File: config.mk
export PLATFORM = sky130hd
export DESIGN_NAME = pcq_cell
export DESIGN_NICKNAME = d
export VERILOG_FILES = /design/src/hw/rtl/pcq_pkg.sv /design/src/hw/rtl/pcq_cell.sv
export SDC_FILE = /design/constraint.sdc
export NUM_CORES = 1
export LEC_CHECK = 0
export ABC_AREA = 1
export BUFFER_PORTS_ARGS = -buffer_cell sky130_fd_sc_hd__buf_2
export CORE_AREA = 2 2 163 165
export CTS_CLUSTER_DIAMETER = 120
export CTS_CLUSTER_SIZE = 28
export DETAILED_ROUTE_END_ITERATION = 10
export DIE_AREA = 0 0 165 167
export SLEW_MARGIN = 20
export SYNTH_ARGS = -nofsm -noshare
export SYNTH_HDL_FRONTEND = slang
export SYNTH_SLANG_ARGS = --single-unit
File: constraint.sdc
create_clock -name clock -period 6.88 [get_ports clock]
set_input_delay 0 -clock clock [delete_from_list [all_inputs] [get_ports clock]]
set_output_delay 0 -clock clock [all_outputs]
set_load 0.02 [all_outputs]
File: src/hw/rtl/pcq_pkg.sv
// Shared types and constants of the per-class ordered wait queue.
package pcq_pkg;

   localparam int CLASS_W    = 16;
   localparam int RECORD_W   = 31;
   localparam int SEQ_W      = 16;
   localparam int ARRIVAL_W  = 40;
   localparam int COUNT_W    = 7;
   localparam int KIND_W     = 2;
   localparam int STATUS_W   = 2;
   localparam int GROUP_SIZE = 8;

   typedef enum logic [KIND_W-1:0] {
      KIND_INSERT = 2'd0,
      KIND_REMOVE = 2'd1,
      KIND_CLEAR  = 2'd2
   } kind_type;

   typedef enum logic [STATUS_W-1:0] {
      STATUS_DONE    = 2'd0,
      STATUS_SKIPPED = 2'd1,
      STATUS_FULL    = 2'd2,
      STATUS_EMPTY   = 2'd3
   } status_type;

   typedef enum logic [2:0] {
      ST_IDLE,
      ST_MATCH,
      ST_APPLY,
      ST_COUNT,
      ST_SUM,
      ST_FINISH
   } state_type;

   // One stored entry, apart from its timestamp whose width is a parameter.
   typedef struct packed {
      logic                valid;
      logic [CLASS_W-1:0]  class_id;
      logic [SEQ_W-1:0]    sequence_number;
      logic [RECORD_W-1:0] record_id;
   } slot_type;

   // Commands broadcast from the sequencer to every cell.
   typedef struct packed {
      logic eval;
      logic ins;
      logic rem;
      logic clr;
   } cell_ctrl_type;

endpackage

File: src/hw/rtl/pcq_cell.sv
// One storage cell of the sorted queue row.
module pcq_cell import pcq_pkg::*; #(
   parameter int TIME_BITS = 40
) (
   input  logic                 clock,
   input  logic                 reset,
   input  cell_ctrl_type        ctrl,
   input  slot_type             new_slot,
   input  logic [TIME_BITS-1:0] new_time,
   input  slot_type             left_slot,
   input  logic [TIME_BITS-1:0] left_time,
   input  logic                 left_keep,
   input  slot_type             right_slot,
   input  logic [TIME_BITS-1:0] right_time,
   output slot_type             slot,
   output logic [TIME_BITS-1:0] slot_time,
   output logic                 keep,
   output logic                 match
);

   slot_type             slot_ff, slot_in;
   logic [TIME_BITS-1:0] time_ff, time_in;
   logic                 keep_ff, keep_in;
   logic                 match_ff, match_in;
   logic                 ahead;
   logic                 below;

   always_comb begin
      below = slot_ff.valid && (slot_ff.class_id < new_slot.class_id);
      if (slot_ff.class_id != new_slot.class_id) begin
         ahead = slot_ff.class_id < new_slot.class_id;
      end else if (time_ff != new_time) begin
         ahead = time_ff < new_time;
      end else begin
         ahead = slot_ff.sequence_number < new_slot.sequence_number;
      end

      keep_in  = keep_ff;
      match_in = match_ff;
      if (ctrl.eval) begin
         keep_in  = slot_ff.valid && ahead;
         match_in = slot_ff.valid && (slot_ff.class_id == new_slot.class_id);
      end

      slot_in = slot_ff;
      time_in = time_ff;
      if (ctrl.clr) begin
         slot_in.valid = 1'b0;
      end else if (ctrl.ins && !keep_ff) begin
         // The first cell not ahead of the new key takes it; later ones shift down.
         if (left_keep) begin
            slot_in = new_slot;
            time_in = new_time;
         end else begin
            slot_in = left_slot;
            time_in = left_time;
         end
      end else if (ctrl.rem && !below) begin
         // From the first entry of the class onward, everything moves up one.
         slot_in = right_slot;
         time_in = right_time;
      end
   end

   always_ff @(posedge clock) begin
      if (reset) begin
         slot_ff.valid <= 1'b0;
      end else begin
         slot_ff.valid <= slot_in.valid;
      end
      slot_ff.class_id        <= slot_in.class_id;
      slot_ff.sequence_number <= slot_in.sequence_number;
      slot_ff.record_id       <= slot_in.record_id;
      time_ff                 <= time_in;
      keep_ff                 <= keep_in;
      match_ff                <= match_in;
   end

   assign slot      = slot_ff;
   assign slot_time = time_ff;
   assign keep      = keep_ff;
   assign match     = match_ff;

endmodule

==> impl_metrics.toml <==
[layout]
nets = 1866
drive_above_1_share_pct = 31.1
fin_util_pct = 45.1
fill_cells = 2552
final_cell_mix = "buf_2, nand2_1, dlygate4sd3_1"
multiInputGateArea_um2 = 3510
seq_area_um2 = 3170
mostFrequentLayoutCell = "buf_2"
areaGrowthSynthToFinish_pct = 58.8

[critical_path]
critPathMaxFanout = 105
critical-path-max-stage-delay_ps = 950
rrSetupSlack_ps = 4140
critPathBufInv = 4
cp-end-kind = "flip-flop"
arrival_ps = 3120
crit_family = "buffers and inverters"
setup.worst_path.start_class = "primary input"
crit_type = "primary input to flip-flop"
crit_required_ps = 6980
path_cells = "buf_6 > clkinv_2 > buf_4 > nor2_1 > o21ai_1 > dlygate4sd3_1"
cp_slowest_cell = "clkinv_2"

[timing]
hold_violations = 0
setup_tns_ps = 0
slew_viol_final = 0
fin_crit_sh_pct = 43.9
fin_crit_ps = 3020
maxSlewHeadroom_pct = 31.2
skew_ps = 14.2
rsz0062_at_grt = "false"
tightest_slew_ps = 1030
clock.fmax_mhz = 331
setup_viol = 0

[floorplan]
die_w_um = 165
fp.coreArea_um2 = 25800
die-area_um2 = 27600
start_util_pct = 28.4
row_count = 59
pin_count = 425
fp.dieH_um = 167

[synthesis]
syn-instance-count = 914
yosysWarningCount = 0
syn_nets = 1304
synth_seq_area_share_pct = 43.4
ys_ff_latch = 106
syn_area_per_cell_um2 = 8.01
syn_area_um2 = 7320
ys_types = 28

[global_routing]
overflow = 0
antenna_found_initial = 1
grt_pass1_wl_mm = 41.9
grt_max_degree = 106
grt.total_usage_pct = 19.5
grt_pass1_vias = 8140

[clock_tree]
htree_num_levels = 3
clk_pin_slew_ps = 70
cts_setup_buffers = 0
insertion_delay_ps = 360
cts_root_buffer = "clkbuf_16"
cts_buffer_depth = 2
cts_buffers = 9
cts_tree = "yes"
clock_sinks = 106

[placement]
place.gp.congestion = 0.878
post-dp-hpwl_mm = 20.9
port-buffer-count = 424

[outcome]
outcome = "finished clean"

[hold_path]
hold_path_class = "primary input to flip-flop"

[power]
power.static_leakage_nw = 5.74
peakVddDrop_v = 0.0000915
p_per_area_nw_per_um2 = 163

[routing]
wl_mm = 28.3
drc = 0
drtIter0Drc = 524
via_count = 8475
drt-wirelength-per-cell_um = 15.5
vias_per_cell = 4.66
first_pass_iters = 6
ant_nets = 0

[job]
cap_violations = 0
==> worst reg2reg max path: stages, from the launching register on <==
cell and delay [ps]:
edfxtp_1 440, nor2_4 160, buf_4 780, o21ai_0 440, o21ai_1 230, dlygate4sd3_1 570
==> what timing repair did <==
item | in CTS | in global routing
endpoints found under the hold margin | 104 | 1
hold buffers | 165 | 1
resized for setup | 0 | 0
==> metal layers <==
metal | GRT usage (%) | up-vias | share of wire [%]
li1 | - | 4177 | -
met1 | 23.2 | 3862 | 41
met2 | 34.2 | 379 | 49
met3 | 3.49 | 57 | 6.1
met4 | 8.47 | 0 | 3.8
met5 | 0 | - | 0
==> worst paths after layout <==
path,start,to,depth (start not counted)
worst max-delay path,left_keep,slot_time[10],6
worst min-delay path,new_slot[23],slot[23],3
worst max register to register,keep,slot_time[10],5
worst min register to register,slot[63],slot[63],4
==> sequential cells by signal (all words and copies together) (netlist names) <==
| name | count |
|---|---|
| match | 1 |
| slot | 64 |
| slot_time | 40 |
| keep | 1 |
==> cells in the mapped netlist <==
library cell,number,area (um2)
o21ai_1,140,701
ha_1,71,888
a21o_1,1,7.51
edfxtp_1,105,3150
a21oi_1,31,155
dfxtp_1,1,20.0
nor2_4,4,45.0
nor2_1,126,473
nand2_1,187,702
buf_4,3,22.5
inv_4,1,6.26
nor3_1,1,5.00
inv_2,4,15.0
o21ai_0,74,370
buf_6,7,78.8
nand4_1,2,12.5
clkbuf_1,20,75.1
inv_1,98,368
o21bai_1,1,7.51
nand2_2,3,18.8
nor3_4,1,16.3
o21a_1,2,15.0
nor2_2,2,12.5
clkinv_1,3,11.3
buf_2,14,70.1
a211oi_1,1,7.51
nand3_2,1,10.0
nand3_1,10,50.1
==> layout make-up <==
cell class                 count  share of cell area (%)
sequential                   106                    27.3
antenna                        2                  0.0431
clock inverter                 6                   0.495
clock buffer                  10                    1.97
tap                          335                    3.61
inverter                     106                    3.46
multi-input combinational    658                    30.2
timing repair buffer         595                    32.9
==> power by group <==
part / internal [mW] / switching [mW]
combinational: 0.262 / 0.312
clock: 0.256 / 0.267
sequential: 0.773 / 0.0233
==> cell families (layout without fill, tap and decap cells) <==
logic type      after synthesis  count (layout)  synth area share (%)
fa+ha+maj                    71              71                  12.1
flops                       106             106                  43.4
simple gates                337             337                  18.4
compound gates              250             250                  17.3
buf+inv                     150             717                  8.84
other cells                   0               2                     0
==> stage by stage <==
stage	cell area [um2]	hold WS [ps]	power, mW	setup slack, ps	std cells
global placement	9660	225	1.28	3760	1634
CTS	11600	1.35	1.91	3630	1815
global route	11600	4.69	2.00	3650	1817
finish	11600	6.13	1.89	3860	1818
floorplan	7320	112	1.08	2100	914
detailed placement	9660	235	1.29	3770	1634
Note: power is estimated with default switching activity, not from simulation.
